$ cat src/sv/trc_pkg.sv
// Shared types, codes and helpers of the TFTP read client.
// No dependencies; every other file imports this package.
package trc_pkg;

    typedef logic [1:0] t_event;
    localparam t_event EV_START  = 2'd0;
    localparam t_event EV_PACKET = 2'd1;
    localparam t_event EV_TICK   = 2'd2;

    typedef logic [1:0] t_send;
    localparam t_send SEND_NONE = 2'd0;
    localparam t_send SEND_RRQ  = 2'd1;
    localparam t_send SEND_ACK  = 2'd2;

    localparam logic [15:0] OP_DATA  = 16'd3;
    localparam logic [15:0] OP_ERROR = 16'd5;
    localparam logic [15:0] OP_OACK  = 16'd6;

    typedef logic [1:0] t_cfg_idx;
    localparam t_cfg_idx CFG_BLOCK_SIZE  = 2'd0;
    localparam t_cfg_idx CFG_RETRY_LIMIT = 2'd1;
    localparam t_cfg_idx CFG_TIMEOUT_MS  = 2'd2;

    localparam logic [15:0] RST_BLOCK_SIZE  = 16'd512;
    localparam logic [7:0]  RST_RETRY_LIMIT = 8'd5;
    localparam logic [15:0] RST_TIMEOUT_MS  = 16'd1000;

    localparam logic [15:0] PORT_FIRST  = 16'd1024;
    localparam logic [15:0] PORT_LAST   = 16'hFFFF;
    localparam logic [15:0] TICKS_MAX   = 16'hFFFF;
    localparam logic [15:0] DATA_HDR_LEN = 16'd4;

    typedef struct packed {
        t_event      event_req;
        logic [15:0] pkt_opcode;
        logic [15:0] pkt_block;
        logic [15:0] pkt_length;
        logic        option_text_match;
        logic [15:0] src_port;
    } t_req;

    typedef struct packed {
        t_send       send_kind;
        logic [15:0] ack_block;
        logic [2:0]  link_state;
        logic [15:0] accepted_bytes;
        logic [31:0] total_bytes;
        logic [15:0] local_port;
        logic [15:0] remote_port;
        logic        release_port;
    } t_rsp;

    // OACK length: opcode(2) + "blksize\0"(8) + digits + NUL(1)
    function automatic logic [15:0] oack_length(input logic [15:0] bs);
        logic [15:0] digits;
        begin
            if (bs < 16'd10) begin
                digits = 16'd1;
            end else if (bs < 16'd100) begin
                digits = 16'd2;
            end else if (bs < 16'd1000) begin
                digits = 16'd3;
            end else if (bs < 16'd10000) begin
                digits = 16'd4;
            end else begin
                digits = 16'd5;
            end
            return 16'd11 + digits;
        end
    endfunction

endpackage

$ cat src/sv/trc_if.sv
// Valid/ready channel interfaces for the TFTP read client.
// Depends on trc_pkg for the payload structs.
interface trc_req_if;
    import trc_pkg::*;
    logic valid;
    logic ready;
    t_req payload;
    modport source (output valid, output payload, input ready);
    modport sink   (input valid, input payload, output ready);
endinterface

interface trc_rsp_if;
    import trc_pkg::*;
    logic valid;
    logic ready;
    t_rsp payload;
    modport source (output valid, output payload, input ready);
    modport sink   (input valid, input payload, output ready);
endinterface

$ cat src/sv/trc_in_stage.sv
// Input register of the TFTP read client: holds one accepted item.
// Depends on trc_pkg and trc_req_if.
module trc_in_stage (
    input  logic           i_clk,
    input  logic           i_rst_n,
    trc_req_if.sink        i_req,
    input  logic           i_take,
    output logic           o_valid,
    output trc_pkg::t_req  o_req
);
    import trc_pkg::*;

    logic r_valid;
    t_req r_req;

    // free when empty or when the held item moves on this cycle
    assign i_req.ready = !r_valid || i_take;
    assign o_valid     = r_valid;
    assign o_req       = r_req;

    always_ff @(posedge i_clk) begin
        if (!i_rst_n) begin
            r_valid <= 1'b0;
        end else if (i_req.ready) begin
            r_valid <= i_req.valid;
        end
    end

    always_ff @(posedge i_clk) begin
        if (i_req.ready && i_req.valid) begin
            r_req <= i_req.payload;
        end
    end

endmodule

$ cat src/sv/trc_engine.sv
// Protocol state, config registers and result register of the TFTP read client.
// Depends on trc_pkg and trc_rsp_if.
module trc_engine (
    input  logic              i_clk,
    input  logic              i_rst_n,
    input  logic              i_cfg_we,
    input  trc_pkg::t_cfg_idx i_cfg_idx,
    input  logic [15:0]       i_cfg_wdata,
    input  logic              i_in_valid,
    input  trc_pkg::t_req     i_in_req,
    output logic              o_take,
    trc_rsp_if.source         o_rsp
);
    import trc_pkg::*;

    typedef enum logic [2:0] {
        LS_IDLE = 3'd0,
        LS_INIT = 3'd1,
        LS_XFER = 3'd2,
        LS_DONE = 3'd3,
        LS_ERR  = 3'd4
    } t_link;

    logic [15:0] r_block_size;
    logic [7:0]  r_retry_limit;
    logic [15:0] r_timeout_ms;

    t_link       r_state,     n_state;
    logic [15:0] r_exp_block, n_exp_block;
    logic [7:0]  r_retries,   n_retries;
    logic [15:0] r_elapsed,   n_elapsed;
    logic [31:0] r_bytes,     n_bytes;
    logic [15:0] r_next_port, n_next_port;
    logic [15:0] r_cur_port,  n_cur_port;
    logic [15:0] r_srv_port,  n_srv_port;
    logic        r_out_valid;
    t_rsp        r_rsp,       n_rsp;

    logic        busy;
    logic [15:0] nxt_block;
    logic [15:0] data_len;
    logic [15:0] tick_count;
    t_send       send;
    logic [15:0] accepted;
    logic        rel;

    assign o_take        = i_in_valid && (!r_out_valid || o_rsp.ready);
    assign o_rsp.valid   = r_out_valid;
    assign o_rsp.payload = r_rsp;

    assign busy       = (r_state == LS_INIT) || (r_state == LS_XFER);
    assign nxt_block  = r_exp_block + 16'd1;
    assign data_len   = (i_in_req.pkt_length >= DATA_HDR_LEN) ?
                        (i_in_req.pkt_length - DATA_HDR_LEN) : 16'd0;
    assign tick_count = (r_elapsed < TICKS_MAX) ? (r_elapsed + 16'd1) : r_elapsed;

    always_comb begin
        n_state     = r_state;
        n_exp_block = r_exp_block;
        n_retries   = r_retries;
        n_elapsed   = r_elapsed;
        n_bytes     = r_bytes;
        n_next_port = r_next_port;
        n_cur_port  = r_cur_port;
        n_srv_port  = r_srv_port;
        send        = SEND_NONE;
        accepted    = 16'd0;
        rel         = 1'b0;

        if (i_in_req.event_req == EV_START) begin
            n_cur_port  = r_next_port;
            n_next_port = (r_next_port == PORT_LAST) ? PORT_FIRST : (r_next_port + 16'd1);
            n_bytes     = 32'd0;
            n_state     = LS_INIT;
            n_elapsed   = 16'd0;
            n_retries   = r_retry_limit;
            send        = SEND_RRQ;
        end else if (i_in_req.event_req == EV_PACKET && busy) begin
            if (i_in_req.pkt_opcode == OP_ERROR) begin
                n_state = LS_ERR;
                rel     = 1'b1;
            end else if (r_state == LS_INIT) begin
                if (i_in_req.pkt_opcode == OP_OACK) begin
                    if (i_in_req.pkt_length == oack_length(r_block_size) &&
                        i_in_req.option_text_match) begin
                        n_srv_port  = i_in_req.src_port;
                        n_exp_block = 16'd0;
                        send        = SEND_ACK;
                        n_elapsed   = 16'd0;
                        n_retries   = r_retry_limit;
                        n_state     = LS_XFER;
                    end else begin
                        n_state = LS_ERR;
                        rel     = 1'b1;
                    end
                end else if (i_in_req.pkt_opcode == OP_DATA) begin
                    // server ignored the option
                    n_state = LS_ERR;
                    rel     = 1'b1;
                end
            end else if (i_in_req.pkt_opcode == OP_DATA &&
                         i_in_req.pkt_block == nxt_block) begin
                n_exp_block = nxt_block;
                accepted    = data_len;
                n_bytes     = r_bytes + {16'd0, data_len};
                send        = SEND_ACK;
                n_elapsed   = 16'd0;
                n_retries   = r_retry_limit;
                if (data_len < r_block_size) begin
                    n_state = LS_DONE;
                    rel     = 1'b1;
                end
            end
        end else if (i_in_req.event_req == EV_TICK && busy) begin
            n_elapsed = tick_count;
            if (tick_count >= r_timeout_ms) begin
                if (r_retries != 8'd0) begin
                    send      = (r_state == LS_INIT) ? SEND_RRQ : SEND_ACK;
                    n_elapsed = 16'd0;
                    n_retries = r_retries - 8'd1;
                end else begin
                    n_state = LS_ERR;
                    rel     = 1'b1;
                end
            end
        end

        n_rsp.send_kind      = send;
        n_rsp.ack_block      = (send == SEND_ACK) ? n_exp_block : 16'd0;
        n_rsp.link_state     = n_state;
        n_rsp.accepted_bytes = accepted;
        n_rsp.total_bytes    = n_bytes;
        n_rsp.local_port     = n_cur_port;
        n_rsp.remote_port    = n_srv_port;
        n_rsp.release_port   = rel;
    end

    always_ff @(posedge i_clk) begin
        if (!i_rst_n) begin
            r_block_size  <= RST_BLOCK_SIZE;
            r_retry_limit <= RST_RETRY_LIMIT;
            r_timeout_ms  <= RST_TIMEOUT_MS;
            r_state       <= LS_IDLE;
            r_exp_block   <= 16'd0;
            r_retries     <= 8'd0;
            r_elapsed     <= 16'd0;
            r_bytes       <= 32'd0;
            r_next_port   <= PORT_FIRST;
            r_cur_port    <= PORT_FIRST;
            r_srv_port    <= 16'd0;
            r_out_valid   <= 1'b0;
        end else begin
            if (i_cfg_we) begin
                unique case (i_cfg_idx)
                    CFG_BLOCK_SIZE:  r_block_size  <= i_cfg_wdata;
                    CFG_RETRY_LIMIT: r_retry_limit <= i_cfg_wdata[7:0];
                    CFG_TIMEOUT_MS:  r_timeout_ms  <= i_cfg_wdata;
                    default: ;
                endcase
            end
            if (o_take) begin
                r_state     <= n_state;
                r_exp_block <= n_exp_block;
                r_retries   <= n_retries;
                r_elapsed   <= n_elapsed;
                r_bytes     <= n_bytes;
                r_next_port <= n_next_port;
                r_cur_port  <= n_cur_port;
                r_srv_port  <= n_srv_port;
                r_out_valid <= 1'b1;
            end else if (o_rsp.ready) begin
                r_out_valid <= 1'b0;
            end
        end
    end

    always_ff @(posedge i_clk) begin
        if (o_take) begin
            r_rsp <= n_rsp;
        end
    end

    // a release only comes with a closing state
    a_release_closes: assert property (@(posedge i_clk) disable iff (!i_rst_n)
        (r_out_valid && r_rsp.release_port) |->
        (r_rsp.link_state == LS_DONE || r_rsp.link_state == LS_ERR))
        else $error("release without finished/error state");

    // counted bytes are always acknowledged
    a_bytes_acked: assert property (@(posedge i_clk) disable iff (!i_rst_n)
        (r_out_valid && r_rsp.accepted_bytes != 16'd0) |-> (r_rsp.send_kind == SEND_ACK))
        else $error("data counted without acknowledge");

    // the result shows the state that was stored with it
    a_state_matches: assert property (@(posedge i_clk) disable iff (!i_rst_n)
        o_take |=> (r_rsp.link_state == r_state && r_rsp.total_bytes == r_bytes))
        else $error("result state differs from stored state");

    // port allocator stays in the ephemeral range
    a_port_range: assert property (@(posedge i_clk) disable iff (!i_rst_n)
        (r_next_port >= PORT_FIRST && r_cur_port >= PORT_FIRST))
        else $error("local port below first ephemeral port");

endmodule

$ cat src/sv/tftp_read_client.sv
// Top level of the TFTP read client (read request with block-size option).
// Depends on trc_pkg, trc_if, trc_in_stage and trc_engine.

// The client takes one item per clock: a start request, a received packet
// (opcode, block number, length, option-text check, source port) or a
// millisecond tick, and returns exactly one result item for each. An item
// passes through the input register, then the state update that loads the
// result register; a result is valid once its item has left the input
// register, and a new item can enter every cycle as long as results are
// taken. While a result waits, the item behind it stays in the input register
// and input ready drops until the result is taken; input ready follows output
// ready combinationally through that path. Config registers
// (0 block_size, 1 retry_limit, 2 timeout_ms) are written through
// i_cfg_we/i_cfg_idx/i_cfg_wdata and must only be changed while the client
// has no item in flight; block_size is used live. Indexes beyond the list are
// ignored. Local ports count from 1024 up to 65535 and wrap back to 1024;
// the byte total wraps at 2^32.
module tftp_read_client (
    input  logic              i_clk,
    input  logic              i_rst_n,
    input  logic              i_cfg_we,
    input  trc_pkg::t_cfg_idx i_cfg_idx,
    input  logic [15:0]       i_cfg_wdata,
    trc_req_if.sink           i_req,
    trc_rsp_if.source         o_rsp
);
    import trc_pkg::*;

    logic stage_valid;
    t_req stage_req;
    logic take;

    // input register
    trc_in_stage u_in_stage (
        .i_clk   (i_clk),
        .i_rst_n (i_rst_n),
        .i_req   (i_req),
        .i_take  (take),
        .o_valid (stage_valid),
        .o_req   (stage_req)
    );

    // state update and result register
    trc_engine u_engine (
        .i_clk       (i_clk),
        .i_rst_n     (i_rst_n),
        .i_cfg_we    (i_cfg_we),
        .i_cfg_idx   (i_cfg_idx),
        .i_cfg_wdata (i_cfg_wdata),
        .i_in_valid  (stage_valid),
        .i_in_req    (stage_req),
        .o_take      (take),
        .o_rsp       (o_rsp)
    );

endmodule

$ cat src/flat_wrapper.sv
// flat-port wrapper written by rule: the top's interface ports become plain ports
module tftp_read_client_flat import trc_pkg::*;
  (i_clk, i_rst_n, i_cfg_we, i_cfg_idx, i_cfg_wdata, i_req_valid, i_req_payload, i_req_ready, o_rsp_valid, o_rsp_payload, o_rsp_ready);
  trc_req_if i_req_i ();
  trc_rsp_if o_rsp_i ();
  input  logic i_clk;
  input  logic i_rst_n;
  input  logic i_cfg_we;
  input  trc_pkg::t_cfg_idx i_cfg_idx;
  input  logic [15:0] i_cfg_wdata;
  input wire logic [$bits(i_req_i.valid)-1:0] i_req_valid;
  input wire logic [$bits(i_req_i.payload)-1:0] i_req_payload;
  output wire logic [$bits(i_req_i.ready)-1:0] i_req_ready;
  output wire logic [$bits(o_rsp_i.valid)-1:0] o_rsp_valid;
  output wire logic [$bits(o_rsp_i.payload)-1:0] o_rsp_payload;
  input wire logic [$bits(o_rsp_i.ready)-1:0] o_rsp_ready;
  assign i_req_i.valid = i_req_valid;
  assign i_req_i.payload = i_req_payload;
  assign i_req_ready = i_req_i.ready;
  assign o_rsp_valid = o_rsp_i.valid;
  assign o_rsp_payload = o_rsp_i.payload;
  assign o_rsp_i.ready = o_rsp_ready;
  tftp_read_client u_core (.i_clk(i_clk), .i_rst_n(i_rst_n), .i_cfg_we(i_cfg_we), .i_cfg_idx(i_cfg_idx), .i_cfg_wdata(i_cfg_wdata), .i_req(i_req_i), .o_rsp(o_rsp_i));
endmodule
$ cat config.mk
export PLATFORM = sky130hd
export DESIGN_NAME = tftp_read_client_flat
export DESIGN_NICKNAME = d
export VERILOG_FILES = /design/src/sv/trc_pkg.sv /design/src/sv/trc_if.sv /design/src/sv/trc_in_stage.sv /design/src/sv/trc_engine.sv /design/src/sv/tftp_read_client.sv /design/src/flat_wrapper.sv
export SDC_FILE = /design/constraint.sdc
export NUM_CORES = 1
export LEC_CHECK = 0
export ABC_AREA = 1
export BUFFER_PORTS_ARGS = -buffer_cell sky130_fd_sc_hd__buf_2
export CAP_MARGIN = 20
export CORE_ASPECT_RATIO = 0.6
export CORE_MARGIN = 2
export CORE_UTILIZATION = 30
export CTS_CLUSTER_DIAMETER = 80
export DETAILED_ROUTE_END_ITERATION = 8
export GPL_TIMING_DRIVEN = 0
export SETUP_SLACK_MARGIN = 0.1
export SYNTH_ARGS = -nofsm -noshare
export SYNTH_HDL_FRONTEND = slang
export SYNTH_SLANG_ARGS = --single-unit
$ cat constraint.sdc
create_clock -name i_clk -period 5.2 [get_ports i_clk]
set_clock_uncertainty 0.1 [all_clocks]
set_input_delay 0.26 -clock i_clk [delete_from_list [all_inputs] [get_ports i_clk]]
set_output_delay 0.26 -clock i_clk [all_outputs]
set_load 0.02 [all_outputs]
-- Yosys cells after proc, flatten, opt, wreduce, memory -nomap -nowiden
Index checks and enable logic that the tools add are counted.
- memories kept: 0
- bits in latches: 0
- output and inout bits: 104
- register bits after elaboration: 334
- bits in writable memories: 0
- memory bits (read-only): 0
- logic and storage cells: 173
- input port bits: 90
- add/sub/neg operators: 7
- multiply operators: 0
- div/mod/pow operators: 0
- muxes and demuxes: 87
- reductions and logical operators: 25
- magnitude comparators: 8
- equality and inequality tests: 17
- shift operators: 0
- bitwise operators: 2
- operators by type and width (kind ; count):
    16-bit two-way mux ; 32
    32-bit two-way mux ; 5
    8-bit two-way mux ; 10
    16-bit by 1-bit adder with 16-bit output, second input constant ; 3
    3-bit two-way mux ; 15
    32-bit by 16-bit adder with 32-bit output ; 1
    16-bit == test ; 2
    16-bit by 3-bit == test with 1-bit output, second input constant ; 2
    2-bit two-way mux ; 11
    4-bit by 16-bit adder with 16-bit output, first input constant ; 1
    16-bit == test, second input constant ; 1
    16-bit by 2-bit == test with 1-bit output, second input constant ; 1
    16-bit >= comparator ; 1
    16-bit by 3-bit >= comparator with 1-bit output, second input constant ; 1
    16-bit by 10-bit < comparator with 1-bit output, second input constant ; 1
    16-bit by 14-bit < comparator with 1-bit output, second input constant ; 1
    16-bit < comparator ; 1
    16-bit < comparator, second input constant ; 1
    16-bit by 4-bit < comparator with 1-bit output, second input constant ; 1
    16-bit by 7-bit < comparator with 1-bit output, second input constant ; 1
    16-bit by 3-bit subtractor with 16-bit output, second input constant ; 1
    1-bit two-way mux ; 14
    3-bit nonzero test ; 3
    4-bit by 3-bit inequality test with 1-bit output, second input constant ; 2
    other kinds (18) ; 34

-- Logic depth before layout (Yosys ltp)
Gate-level depths: netlist of the first run.
- word-level depth: 20
- mapped depth: 27
- mapped depth without buffers: 26

-- Cells and area by module
Synthesis of the first run repeated with hierarchy kept, for this count alone.
- cell total of the unflattened synthesis: 2142
- area total of the unflattened synthesis: 17205.3 µm²
- modules (own cells, without submodules) (module ; area each (µm²) ; instances ; seq. area each (µm²) ; cells each):
    trc_engine ; 15142.0 ; 1 ; 6346.1 ; 2068
    trc_in_stage ; 2063.2 ; 1 ; 2031.9 ; 74

-- Worst setup path after synthesis of the first run
OpenSTA, ideal clock, no wires.
- path kind: register to register
- start point: reg u_core.u_engine.r_out_valid (netlist: u_core.u_engine.o_rsp.valid)
- end point: reg u_core.u_engine.r_rsp (netlist bit u_core.u_engine.o_rsp.payload[0]), enable pin
- buffers on the path: 2
- required time: 4.594 ns
- setup time: 0.506 ns
- period minus slack after synthesis: 4.562 ns
- setup slack: 0.638 ns
- arrival time: 3.956 ns
- cell stages (with the launch flop): 6
- path through: dfxtp_1 -> nand2_1 -> nand2_1 -> inv_1 -> clkbuf_1 -> clkbuf_1
- word-level cells in the longest chain between the ends: 3
- ends and longest elaborated chain (what ; RTL line ; RTL):
    from (decl) ; trc_engine.sv:36 ; logic r_out_valid;
    from (signal assigned) ; trc_engine.sv:151 ; r_out_valid <= 1'b0;
    from (signal assigned) ; trc_engine.sv:170 ; r_out_valid <= 1'b1;
    from (signal assigned) ; trc_engine.sv:172 ; r_out_valid <= 1'b0;
    1-bit logical NOT ; trc_engine.sv:47 ; assign o_take = i_in_valid && (!r_out_valid || o_rsp.ready);
    1-bit logical OR ; trc_engine.sv:47 ;
    1-bit logical AND ; trc_engine.sv:47 ;
    named net u_core.take ; tftp_read_client.sv:31 ; logic take;
    to (signal assigned) ; trc_engine.sv:179 ; r_rsp <= n_rsp;
    to (decl) ; trc_engine.sv:37 ; t_rsp r_rsp, n_rsp;
The timed path passes the listed nets, and every way through them passes these cells.
A chain may end at the register's enable or synchronous reset.

-- Worst setup path after layout of the first run
- start point: reg u_core.u_in_stage.r_req (netlist bit u_core.u_in_stage.o_req[19])
- end point: reg u_core.u_engine.r_rsp (netlist bit u_core.u_engine.o_rsp.payload[63]), data pin
- word-level cells in the longest chain between the ends: 8
- elaborated cells on any way between the ends: 9
- ends and longest elaborated chain (what ; RTL line ; RTL):
    from (decl) ; trc_in_stage.sv:14 ; t_req r_req;
    from (signal assigned) ; trc_in_stage.sv:31 ; r_req <= i_req.payload;
    16-bit by 3-bit >= comparator with 1-bit output ; trc_engine.sv:53 ; assign data_len = (i_in_req.pkt_length >= DATA_HDR_LEN) ?
    16-bit two-way mux ; trc_engine.sv:53 ;
    named net u_core.u_engine.data_len[1] ; trc_engine.sv:41 ; logic [15:0] data_len;
    32-bit by 16-bit adder with 32-bit output ; trc_engine.sv:105 ; n_bytes = r_bytes + {16'd0, data_len};
    32-bit two-way mux ; trc_engine.sv:101 ; end else if (i_in_req.pkt_opcode == OP_DATA &&
    32-bit two-way mux ; trc_engine.sv:82 ; end else if (r_state == LS_INIT) begin
    32-bit two-way mux ; trc_engine.sv:79 ; if (i_in_req.pkt_opcode == OP_ERROR) begin
    32-bit two-way mux ; trc_engine.sv:78 ; end else if (i_in_req.event_req == EV_PACKET && busy) begin
    32-bit two-way mux ; trc_engine.sv:70 ; if (i_in_req.event_req == EV_START) begin
    named net u_core.u_engine.n_bytes[30] ; trc_engine.sv:32 ; logic [31:0] r_bytes, n_bytes;
The timed path passes the listed nets, and every way through them passes these cells.

==> impl_metrics.csv, run 1 <==
group,metric,value,unit
status,outcome,"finished, final reports clean",
setup_path,crit_type,"reg2reg",
sta,grt_setup_unrepaired,"true",
setup_path,cp_common_cell,"sky130_fd_sc_hd__inv_1",
setup_path,critPathMaxStageDelay,0.45,ns
synthesis,ys_async_rst_share,0,%
global_route,gr-usage-all-layers,18.1,%
layout,post_layout_nonfiller_instances,3204,
sta,finalWorstPathRequiredPeriod,4.74,ns
sta,relSlewSlack,28.1,%
detailed_routing,num_vias,15300,
synthesis,synth-seq-cells,334,
layout,final_core_util,37.6,%
synthesis,yosys_warnings,0,
die,num_io_pins,194,
power_and_ir_drop,power_density,317,nW/um2
detailed_routing,top_layer_used,"met4",
placed_design,routabilityCongestion,0.919,
setup_path,critPathCaptureType,"flop",
synthesis,postSynth.topFlopCell,"sky130_fd_sc_hd__edfxtp_1",
synthesis,synth_top_cells_by_area,"sky130_fd_sc_hd__edfxtp_1 (30%), sky130_fd_sc_hd__dfxtp_1 (20%), sky130_fd_sc_hd__nand2_1 (10%)",
synthesis,synth-compound-area-share,11.4,%
run,drv.max_cap_violation_count,0,
detailed_routing,drc,0,
sta,timing.final.max_slew_violations,0,
clock_network,clock_latency,0.55,ns
clock_network,clock_root_buffer,"sky130_fd_sc_hd__clkbuf_16",
detailed_routing,detail_route.wl_per_cell,16.6,um
synthesis,synth.yosys.seq_area_share,49.9,%
clock_network,clock_tree_from_tritoncts,"done",
synthesis,synth-edff-count,169,
power_and_ir_drop,total_leakage_power,9.24,nW
detailed_routing,first_iteration_detailed_routing_drc_count,1313,
layout,num-nets-final,2561,
die,placeableCoreArea,55600,um2
detailed_routing,drt-met1-wl,25700,um
synthesis,synthAdderAreaFrac,4.21,%
die,die_width,310,um
synthesis,yosys.area_share.xor_xnor,1.82,%
global_route,first_global_vias,14700,
layout,mostFrequentLayoutCells,"sky130_fd_sc_hd__nand2_1 (457), sky130_fd_sc_hd__inv_1 (296), sky130_fd_sc_hd__buf_2 (202), sky130_fd_sc_hd__nor2_1 (201), sky130_fd_sc_hd__a21oi_1 (177)",
sta,timing.final.hold_violations,0,
setup_path,start_kind,"flop",
synthesis,synth_fp_nets,2242,
global_route,grt_start_max_net_pins,68,
global_route,grt_pass1_wl,81200,um
setup_path,crit_path_cell_trace,"inv_1 > ha_1 > nand2_1 > nor2_1 > nand3_1 > inv_1 > nor2_1 > inv_1 > fa_1 > inv_1 > nand2_1 > o21ai_0 > a31oi_1 > o21ai_1 > a21oi_1 > nor2_1 > nand3_1 > nand3_1 > inv_1",
clock_network,tritoncts.num_buffers,37,
placed_design,place_hpwl,40300,um
sta,tightestPinTransition,1.07,ns
power_and_ir_drop,vdd.ir_drop.worst,0.183,mV
min_path,hold_path.class,"in2reg",
synthesis,post_synth_num_cell_types,43,
setup_path,crit_required,5.40,ns
setup_path,cpMaxStageDelayCell,"sky130_fd_sc_hd__o21ai_0",
clock_network,cts.htree.levels,2,
detailed_routing,met2WireLength,22500,um
setup_path,arrival,4.94,ns
sta,totalNegativeSetupSlack,0,ns
layout,final_layout_size_suffix_gt1_share,13.2,%
global_route,grt_antenna_before_repair,0,
synthesis,muxShareOfSynthArea,0.119,%
die,die_height,187,um
sta,post-route-period-util,91.2,%
die,floorplan.die_area,58000,um2
synthesis,syn_inst,2096,
synthesis,post_synth.cell_area_avg,8.02,um2
detailed_routing,detailedRoute.firstPassIterationCount,6,
setup_path,timing.critical_path.buf_inv,5,
synthesis,syn-cell-area,16800,um2
placed_design,dpl.cell_count,3049,
layout,flow.area_growth_from_synthesis,24.4,%
setup_path,worst_path_maximum_fanout,8,
synthesis,basic_gate_share_of_the_synthesized_area_counting_and_or_nand_and_nor_cells,24.4,%
clock_network,cts.reportedPaths.clkPinSlew,0.06,ns
clock_network,deepest_clock_path_buffer_count,3,
detailed_routing,drt-total-wl,53200,um
clock_network,total_number_of_clock_tree_sinks,334,
detailed_routing,wl_met3,3820,um
die,fp-row-count,67,
detailed_routing,post_drt_via_cell_ratio,4.79,
clock_network,post_cts.repair.setup_buffers,0,
synthesis,synth_top_area_share,30.2,%
sta,max_freq,211,MHz
sta,final-setup-viol-count,0,
synthesis,synth_top_family_by_area,"simple AND/OR/NAND/NOR gates",
synthesis,yosysTopAreaCell,"sky130_fd_sc_hd__edfxtp_1",
layout,layout.cells.most_common,"sky130_fd_sc_hd__nand2_1",
die,starting_density_of_the_core,30.2,%
detailed_routing,final_antenna_net_count,0,
placed_design,io_buffer_count,193,
global_route,grt.overflow.total,0,
setup_path,cp_top_family,"simple AND/OR/NAND/NOR gates",
==> worst min-delay path: cells and delay by family <==
family,cells,cell delay (ns)
buf+inv,1,0.08
simple gates,1,0.14
compound gates,1,0.16
==> report_power, final <==
group / leakage (nW) / total, W / switching [W] / internal [W]
Sequential: 2.96 / 0.00299 / 0.0000846 / 0.00291
Combinational: 5.64 / 0.000835 / 0.000542 / 0.000294
Clock: 0.639 / 0.00281 / 0.00117 / 0.00164
==> Yosys cell counts, types with 2 or more instances <==
master / count
sky130_fd_sc_hd__nor3b_1: 3
sky130_fd_sc_hd__nand2_4: 3
sky130_fd_sc_hd__nand4_1: 27
sky130_fd_sc_hd__nand3_1: 148
sky130_fd_sc_hd__and3_1: 3
sky130_fd_sc_hd__nand3_2: 4
sky130_fd_sc_hd__xnor2_1: 12
sky130_fd_sc_hd__o21ai_0: 138
sky130_fd_sc_hd__edfxtp_1: 169
sky130_fd_sc_hd__inv_1: 297
sky130_fd_sc_hd__nor4_1: 15
sky130_fd_sc_hd__nor2_2: 10
sky130_fd_sc_hd__buf_1: 5
sky130_fd_sc_hd__o221ai_1: 2
sky130_fd_sc_hd__o211ai_1: 18
sky130_fd_sc_hd__nand2_2: 7
sky130_fd_sc_hd__dfxtp_1: 165
sky130_fd_sc_hd__o21ai_1: 10
sky130_fd_sc_hd__a211oi_1: 2
sky130_fd_sc_hd__nor3_1: 47
sky130_fd_sc_hd__mux2i_1: 2
sky130_fd_sc_hd__ha_1: 55
sky130_fd_sc_hd__nor2_1: 201
sky130_fd_sc_hd__buf_6: 2
sky130_fd_sc_hd__xor2_1: 23
sky130_fd_sc_hd__or2_2: 14
sky130_fd_sc_hd__a21oi_1: 177
sky130_fd_sc_hd__buf_2: 8
sky130_fd_sc_hd__o21bai_1: 3
sky130_fd_sc_hd__o31ai_1: 3
sky130_fd_sc_hd__nand2_1: 457
sky130_fd_sc_hd__o21a_1: 3
sky130_fd_sc_hd__clkbuf_1: 46
sky130_fd_sc_hd__nor2_4: 5
sky130_fd_sc_hd__o2111ai_1: 3
sky130_fd_sc_hd__a31oi_1: 2
==> metal layers <==
metal | vias to the layer above | GRT usage [%]
met3 | 88 | 3.50
met2 | 492 | 27.2
met4 | 0 | 4.57
met5 | - | 0
met1 | 7159 | 26.3
li1 | 7610 | -
==> flip-flops by register name, indices dropped and copies added, names as in the netlist <==
name and cells:
u_core.u_engine.r_srv_port 16, u_core.u_engine.r_block_size 16, u_core.u_engine.r_bytes 32, u_core.u_in_stage.o_valid 1, u_core.u_engine.r_retries 8, u_core.u_engine.o_rsp.valid 1
u_core.u_engine.r_timeout_ms 16, u_core.u_engine.r_retry_limit 8, u_core.u_engine.r_exp_block 16, u_core.u_engine.r_next_port 16, u_core.u_engine.o_rsp.payload 102, u_core.u_engine.r_elapsed 16
u_core.u_engine.r_state 3, u_core.u_engine.r_cur_port 16, u_core.u_in_stage.o_req 67
==> timing repair <==
item	in CTS	in global routing
hold buffers	85	0
endpoints found under the hold margin	100	0
gates resized for setup	0	6
endpoints found under the setup margin	0	25
==> layout make-up <==
type                            count  area, um2
Tap cell                          759        950
Buffer                             62        267
Clock buffer                       44        992
Multi-Input combinational cell   1402       7060
Timing Repair Buffer              280       1850
Sequential cell                   334       8380
Clock inverter                     24        289
Antenna cell                        1       2.50
Fill cell                        5705      34700
Inverter                          298       1120
==> worst paths after layout <==
| kind | start | to | slack, ns | cells after the start |
|---|---|---|---|---|
| worst max register to register | u_core.u_in_stage.o_req[19]$_DFFE_PP_ | u_core.u_engine.o_rsp.payload[63]$_DFFE_PP_ | 0.46 | 19 |
| worst min-delay path | i_req_valid | u_core.u_in_stage.o_valid$_SDFFE_PN0N_ | 0.03 | 3 |
| worst max-delay path | u_core.u_in_stage.o_req[19]$_DFFE_PP_ | u_core.u_engine.o_rsp.payload[63]$_DFFE_PP_ | 0.46 | 19 |
| worst min register to register | u_core.u_engine.r_cur_port[4]$_SDFFE_PN0P_ | u_core.u_engine.r_cur_port[4]$_SDFFE_PN0P_ | 0.36 | 2 |
==> cell families after synthesis <==
family | count (synthesis)
flip-flops | 334
XOR/XNOR | 35
AND/OR/NAND/NOR | 947
adder cells (fa/ha/maj) | 56
AO/OA/AOI/OAI | 362
multiplexers | 2
buffers and inverters | 360
==> stage by stage <==
step	hold slack [ns]	total power, W	setup WS [ns]	instance area (um2)
after floorplan	0.259	0.00355	0.638	16800
after global placement	0.337	0.00381	-2.07	18700
after detailed placement	0.338	0.00383	0.271	18800
after CTS	0.0109	0.00670	0.216	20900
after global routing	0.0315	0.00693	0.0232	20900
final	0.0285	0.00664	0.455	20900
Note: power is estimated with default switching activity, not from simulation.
==> run 2: changes to the inputs <==
Settings changed: ABC_AREA 1 to unset, PLACE_DENSITY set to 0.48.
==> run 2 against run 1 <==
Against the previous run: via count is 7.3% lower; largest power group unchanged; power fell by 6.1%; clock power down 2%; sequential share of layout area up 0.36 points; non-clock buffer count increased by 43; largest cell class unchanged; highest routed layer unchanged.
==> impl_metrics.csv, run 2 <==
group,metric,value,unit
clock_network,clock_tree_from_tritoncts,"done",
synthesis,synth-edff-count,169,
run,drv.max_cap_violation_count,0,
synthesis,yosys_warnings,0,
layout,final_layout_size_suffix_gt1_share,17.1,%
detailed_routing,final_antenna_net_count,0,
clock_network,clock_latency,0.54,ns
layout,mostFrequentLayoutCells,"sky130_fd_sc_hd__nand2_1 (287), sky130_fd_sc_hd__buf_2 (203), sky130_fd_sc_hd__edfxtp_1 (169), sky130_fd_sc_hd__dfxtp_1 (165), sky130_fd_sc_hd__a21oi_1 (131)",
sta,grt_setup_unrepaired,"false",
power_and_ir_drop,seq_power_share,46.8,%
clock_network,tritoncts.num_buffers,37,
die,num_io_pins,194,
synthesis,postSynth.topFlopCell,"sky130_fd_sc_hd__edfxtp_1",
setup_path,crit_type,"reg2reg",
sta,totalNegativeSetupSlack,0,ns
sta,final-setup-viol-count,0,
min_path,hold_path.class,"in2reg",
die,die_height,185,um
global_route,first_global_vias,13400,
detailed_routing,post_drt_via_cell_ratio,5.09,
placed_design,routabilityCongestion,0.915,
synthesis,synth_top_area_share,30.9,%
synthesis,post_synth_num_cell_types,80,
power_and_ir_drop,cellInternalPower,0.00469,W
placed_design,place_hpwl,38800,um
power_and_ir_drop,total_leakage_power,7.83,nW
setup_path,arrival,5.23,ns
layout,num-nets-final,2200,
detailed_routing,first_iteration_detailed_routing_drc_count,1363,
layout,number_of_flip_flops_under_the_largest_register_name,102,
power_and_ir_drop,power_frac_clock,44.0,%
global_route,grt_start_max_net_pins,62,
global_route,grt.overflow.total,0,
sta,relSlewSlack,41.6,%
clock_network,cts.htree.levels,2,
detailed_routing,drt-total-wl,52700,um
setup_path,reg2reg_depth,17,
layout,layout.cells.most_common,"sky130_fd_sc_hd__nand2_1",
placed_design,io_buffer_count,192,
global_route,gr-usage-all-layers,18.2,%
detailed_routing,detailedRoute.firstPassIterationCount,5,
die,floorplan.die_area,56700,um2
synthesis,yosysTopAreaCell,"sky130_fd_sc_hd__edfxtp_1",
synthesis,post_synth.cell_area_avg,9.56,um2
global_route,grt_pass1_wl,79400,um
setup_path,worst_path_maximum_fanout,10,
global_route,grt_antenna_before_repair,1,
synthesis,synth-seq-cells,334,
power_and_ir_drop,vdd.ir_drop.worst,0.173,mV
layout,flow.area_growth_from_synthesis,26.2,%
sta,timing.final.max_slew_violations,0,
clock_network,total_number_of_clock_tree_sinks,334,
synthesis,synth.yosys.seq_area_share,51.0,%
die,fp-row-count,66,
sta,max_freq,202,MHz
sta,finalWorstPathRequiredPeriod,4.96,ns
synthesis,synth_commonest_cells,"sky130_fd_sc_hd__nand2_1 (287), sky130_fd_sc_hd__edfxtp_1 (169), sky130_fd_sc_hd__dfxtp_1 (165)",
sta,final.hold.worst_slack,0.0587,ns
detailed_routing,detail_route.wl_per_cell,18.8,um
status,outcome,"finished, final reports clean",
min_path,hold_path_depth,4,
sta,tightestPinTransition,0.874,ns
die,starting_density_of_the_core,30.4,%
synthesis,syn-cell-area,16400,um2
clock_network,clock_root_buffer,"sky130_fd_sc_hd__clkbuf_16",
power_and_ir_drop,power_frac_comb,9.2,%
clock_network,deepest_clock_path_buffer_count,3,
synthesis,synth_fp_nets,1863,
sta,post-route-period-util,95.4,%
synthesis,synth.most_common_cell,"sky130_fd_sc_hd__nand2_1",
die,die_width,306,um
detailed_routing,num_vias,14200,
synthesis,syn_inst,1717,
clock_network,cts.reportedPaths.clkPinSlew,0.07,ns
sta,timing.final.hold_violations,0,
setup_path,crit_required,5.47,ns
detailed_routing,drc,0,
setup_path,critPathCaptureType,"flop",
die,placeableCoreArea,54100,um2
setup_path,start_kind,"flop",
power_and_ir_drop,switching_share,24.8,%
power_and_ir_drop,power_density,301,nW/um2
synthesis,synth_top_cells_by_area,"sky130_fd_sc_hd__edfxtp_1 (31%), sky130_fd_sc_hd__dfxtp_1 (20%), sky130_fd_sc_hd__nand2_1 (6.6%)",
synthesis,ys_async_rst_share,0,%
power_and_ir_drop,power.net_switching,0.00155,W
-- run 2: cell types whose count changed after synthesis, moves of 26 or more --
cell / delta
sky130_fd_sc_hd__a21oi_1: -40
sky130_fd_sc_hd__inv_1: -244
sky130_fd_sc_hd__nand2_1: -170
sky130_fd_sc_hd__nand3_1: -101
sky130_fd_sc_hd__nor2_1: -75
sky130_fd_sc_hd__o21ai_0: -44
sky130_fd_sc_hd__or3_1: +26
sky130_fd_sc_hd__xnor2_1: +31
-- run 2: worst paths after layout --
check                                                                start  slack (ns)                                            to
worst min-delay path                                          i_cfg_idx[0]        0.06  u_core.u_engine.r_block_size[4]$_SDFFE_PN0P_
worst max register to register       u_core.u_in_stage.o_req[23]$_DFFE_PP_        0.24   u_core.u_engine.o_rsp.payload[64]$_DFFE_PP_
worst min register to register  u_core.u_engine.r_cur_port[9]$_SDFFE_PN0P_        0.35    u_core.u_engine.r_cur_port[9]$_SDFFE_PN0P_
worst max-delay path                 u_core.u_in_stage.o_req[23]$_DFFE_PP_        0.24   u_core.u_engine.o_rsp.payload[64]$_DFFE_PP_
-- run 2: power by group through the flow --
stage | registers (W) | clock network (W) | logic, W
final | 0.00292 | 0.00274 | 0.000571
after global routing | 0.00293 | 0.00292 | 0.000626
after global placement | 0.00299 | 0 | 0.000492
after floorplan | 0.00301 | 0 | 0.000261
after detailed placement | 0.00298 | 0 | 0.000506
after CTS | 0.00292 | 0.00281 | 0.000564
-- run 2: final cells by class --
type | count | area [um2]
inverter | 54 | 203
tap | 714 | 893
antenna | 1 | 2.50
clock inverter | 23 | 262
sequential | 334 | 8380
clock buffer | 44 | 973
multi-input combinational | 1242 | 7620
fill | 5428 | 33400
buffer | 86 | 375
timing repair buffer | 299 | 2020
-- run 2: cell families (layout without fill, tap and decap cells) --
family                     Yosys count  after routing  share of synthesized area, %
AOI/OAI and AO/OA                  384            384                          14.7
xor gates and xnor gates            84             84                          4.48
adders and majority gates           56             56                          4.31
buffers and inverters              141            506                          3.39
DFF                                334            334                          51.0
muxes                               24             24                          1.49
other                                0              1                             0
and+or+nand+nor                    694            694                          20.6
-- run 2: metrics by stage --
| stage | instance area (um2) | utilization [%] | worst slack (ns) | power, W | std cells |
|---|---|---|---|---|---|
| finish | 20700 | 38.3 | 0.241 | 0.00623 | 2797 |
| global route | 20700 | 38.3 | 0.0938 | 0.00647 | 2796 |
| CTS | 20600 | 38.1 | 0.105 | 0.00630 | 2786 |
| detailed placement | 18300 | 33.9 | -1.72 | 0.00348 | 2625 |
| global placement | 18300 | 33.8 | -1.56 | 0.00348 | 2623 |
| floorplan | 16400 | - | 0.319 | 0.00327 | 1717 |
-- run 2: metal layers --
| metal | routed length, um | up-vias | GRT usage, % | part of all wire [%] |
|---|---|---|---|---|
| met2 | 21800 | 457 | 26.7 | 41 |
| met4 | 1030 | 0 | 4.45 | 2.0 |
| li1 | - | 6895 | - | - |
| met5 | 0 | - | 0 | 0 |
| met3 | 3500 | 67 | 3.12 | 6.6 |
| met1 | 26400 | 6811 | 27.4 | 50 |
-- run 2: what timing repair did --
item,4_1_cts,5_1_grt
pin swaps,3,7
setup endpoints to repair,103,99
buffers inserted,8,11
hold buffers,86,0
hold endpoints to repair,109,0
gates resized for setup,25,30
-- run 2: worst max-delay path, stage by stage (launching register included) --
cell and delay (ns):
sky130_fd_sc_hd__edfxtp_1 0.46, sky130_fd_sc_hd__or3_4 0.46, sky130_fd_sc_hd__nor2_4 0.18, sky130_fd_sc_hd__nand3b_1 0.17, sky130_fd_sc_hd__a21oi_4 0.16, sky130_fd_sc_hd__clkbuf_4 0.21
sky130_fd_sc_hd__nor2_1 0.11, sky130_fd_sc_hd__ha_1 0.35, sky130_fd_sc_hd__o21ai_0 0.10, sky130_fd_sc_hd__o21bai_1 0.20, sky130_fd_sc_hd__a21oi_2 0.13, sky130_fd_sc_hd__a2111o_1 0.45
sky130_fd_sc_hd__a21oi_4 0.21, sky130_fd_sc_hd__nor3_1 0.12, sky130_fd_sc_hd__or4b_4 0.62, sky130_fd_sc_hd__buf_2 0.21, sky130_fd_sc_hd__or3_1 0.34, sky130_fd_sc_hd__a21oi_2 0.20
==> run 3: changes to the inputs <==
Settings changed: ABC_AREA set to 1, GPL_TIMING_DRIVEN 0 to unset.
==> run 3 against run 2 <==
Against the previous run: critical path depth is 2 higher; utilization is 1.2 points lower; non-clock buffer count is 89 lower; worst hold slack better by 0.0052 ns; final cell count is 13% higher; setup slack better by 0.14 ns; largest cell class unchanged; via count is 3.4% higher; sequential share of layout area is 0.19 points higher; global-route usage is 1.1 points lower; clock power is 6% lower; die area is 2.3% higher; first-iteration DRC count is 17% lower.
==> impl_metrics.csv, run 3 (synthesized netlist as in run 1, its figures left out) <==
group,metric,value,unit
layout,number_of_flip_flops_under_the_largest_register_name,102,
layout,n_antenna_cell,0,
power_and_ir_drop,power.net_switching,0.00174,W
setup_path,crit_path_cell_trace,"inv_1 > ha_1 > nand2_1 > nor2_1 > nand3_1 > clkinvlp_4 > nor2_1 > inv_1 > fa_1 > inv_1 > nand2_1 > o21ai_0 > nand3_1 > o2111ai_1 > a21oi_1 > nor3_1 > nand3_1 > nand3_1 > inv_1",
layout,final_area,20600,um2
die,num_io_pins,194,
setup_path,cpMaxStageDelayCell,"sky130_fd_sc_hd__nor3_1",
detailed_routing,drt-total-wl,50200,um
sta,finalWorstPathRequiredPeriod,4.82,ns
layout,regArea,8380,um2
clock_network,cts.htree.levels,2,
setup_path,arrival,5.03,ns
sta,relSlewSlack,31.8,%
global_route,gr-usage-all-layers,17.1,%
sta,final-setup-viol-count,0,
run,drv.max_cap_violation_count,0,
setup_path,timing.critical_path.buf_inv,5,
power_and_ir_drop,power_frac_clock,40.4,%
clock_network,clock_root_buffer,"sky130_fd_sc_hd__clkbuf_16",
sta,tightestPinTransition,1.02,ns
die,die_width,310,um
die,starting_density_of_the_core,30.2,%
setup_path,critPathCaptureType,"flop",
setup_path,crit_type,"reg2reg",
placed_design,io_buffer_count,193,
sta,totalNegativeSetupSlack,0,ns
sta,grt_setup_unrepaired,"true",
detailed_routing,drc,0,
setup_path,cp_top_family,"simple AND/OR/NAND/NOR gates",
clock_network,tritoncts.num_buffers,37,
detailed_routing,first_iteration_detailed_routing_drc_count,1130,
placed_design,placed_area,18600,um2
layout,num-nets-final,2515,
sta,post-route-period-util,92.7,%
die,fp-row-count,67,
setup_path,worst_path_maximum_fanout,17,
power_and_ir_drop,vdd.ir_drop.worst,0.194,mV
layout,final_core_util,37.1,%
power_and_ir_drop,seq_power_share,47.0,%
power_and_ir_drop,power_frac_comb,12.7,%
power_and_ir_drop,cellInternalPower,0.00463,W
die,die_height,187,um
sta,max_freq,207,MHz
power_and_ir_drop,power_density,309,nW/um2
clock_network,deepest_clock_path_buffer_count,3,
clock_network,cts.reportedPaths.clkPinSlew,0.07,ns
global_route,grt_pass1_wl,78200,um
detailed_routing,num_vias,14700,
power_and_ir_drop,total_leakage_power,9.11,nW
layout,mostFrequentLayoutCells,"sky130_fd_sc_hd__nand2_1 (455), sky130_fd_sc_hd__inv_1 (293), sky130_fd_sc_hd__nor2_1 (201), sky130_fd_sc_hd__buf_2 (193), sky130_fd_sc_hd__a21oi_1 (177)",
detailed_routing,detailedRoute.firstPassIterationCount,5,
global_route,grt.overflow.total,0,
layout,layout.cells.most_common,"sky130_fd_sc_hd__nand2_1",
setup_path,crit_required,5.41,ns
clock_network,total_number_of_clock_tree_sinks,334,
layout,final_layout_size_suffix_gt1_share,13.1,%
layout,multiInputGateArea,7050,um2
status,outcome,"finished, final reports clean",
clock_network,clock_latency,0.55,ns
layout,fillerInstances,5744,
detailed_routing,detail_route.wl_per_cell,15.9,um
global_route,grt_start_max_net_pins,79,
sta,timing.final.hold_violations,0,
power_and_ir_drop,finalPower,0.00638,W
clock_network,clock_tree_from_tritoncts,"done",
placed_design,place_hpwl,36500,um
placed_design,routabilityCongestion,0.872,
global_route,first_global_vias,13800,
die,placeableCoreArea,55600,um2
sta,timing.final.max_slew_violations,0,
die,floorplan.die_area,58000,um2
setup_path,critPathMaxStageDelay,0.61,ns
setup_path,start_kind,"flop",
global_route,grt_antenna_before_repair,0,
detailed_routing,final_antenna_net_count,0,
sta,final.hold.worst_slack,0.0640,ns
layout,flow.area_growth_from_synthesis,22.8,%
min_path,hold_path.class,"in2reg",
detailed_routing,post_drt_via_cell_ratio,4.66,
power_and_ir_drop,switching_share,27.3,%
==> run 3: metrics by stage <==
| stage | setup slack [ns] | std cells |
|---|---|---|
| 2_1_floorplan | 0.638 | 2096 |
| 3_3_place_gp | 0.391 | 3000 |
| 3_5_place_dp | 0.317 | 3000 |
| 4_1_cts | 0.304 | 3156 |
| 5_1_grt | 0.0168 | 3156 |
| 6_report | 0.379 | 3156 |
==> run 3: power by group through the flow <==
stage	registers (W)	logic, W	clock network, W
6_report	0.00299	0.000807	0.00258
5_1_grt	0.00301	0.000909	0.00276
4_1_cts	0.00299	0.000812	0.00266
3_5_place_dp	0.00305	0.000755	0
3_3_place_gp	0.00305	0.000747	0
2_1_floorplan	0.00308	0.000471	0
==> run 3: layout make-up <==
| class | instances | share of cell area [%] |
|---|---|---|
| timing repair buffer | 296 | 9.51 |
| clock buffer | 51 | 4.94 |
| sequential | 334 | 40.6 |
| clock inverter | 16 | 0.685 |
| tap | 759 | 4.60 |
| multi-input combinational | 1402 | 34.2 |
| inverter | 298 | 5.48 |
==> run 3: path summary, 6_finish.rpt <==
check,startpoint,endpoint,slack (ns),depth (start not counted)
worst min-delay path,i_cfg_idx[1],u_core.u_engine.r_block_size[0]$_SDFFE_PN0P_,0.06,4
worst max-delay path,u_core.u_in_stage.o_req[19]$_DFFE_PP_,u_core.u_engine.o_rsp.payload[53]$_DFFE_PP_,0.38,19
worst max register to register,u_core.u_in_stage.o_req[19]$_DFFE_PP_,u_core.u_engine.o_rsp.payload[53]$_DFFE_PP_,0.38,19
worst min register to register,u_core.u_engine.r_cur_port[4]$_SDFFE_PN0P_,u_core.u_engine.r_cur_port[4]$_SDFFE_PN0P_,0.35,2
==> run 3: routing by layer <==
layer  vias to the layer above  routed length, um  global-route usage, %
met5                         -                  0                      0
met4                         0                766                   3.29
met3                        59               2440                   2.66
met2                       308              21800                   26.3
met1                      6854              25200                   25.4
li1                       7495                  -                      -
==> run 3: tightest hold or removal path, cell delays in order <==
cell and delay (ns):
sky130_fd_sc_hd__buf_2 0.10, sky130_fd_sc_hd__nor3_1 0.10, sky130_fd_sc_hd__o21ai_0 0.15, sky130_fd_sc_hd__nor2_1 0.04
==> run 3: repair_timing <==
| item | 4_1_cts | 5_1_grt |
|---|---|---|
| endpoints found under the setup margin | 0 | 4 |
| hold buffers | 89 | 0 |
| buffers inserted | 0 | 0 |
| gates resized for setup | 0 | 2 |
| endpoints found under the hold margin | 105 | 0 |
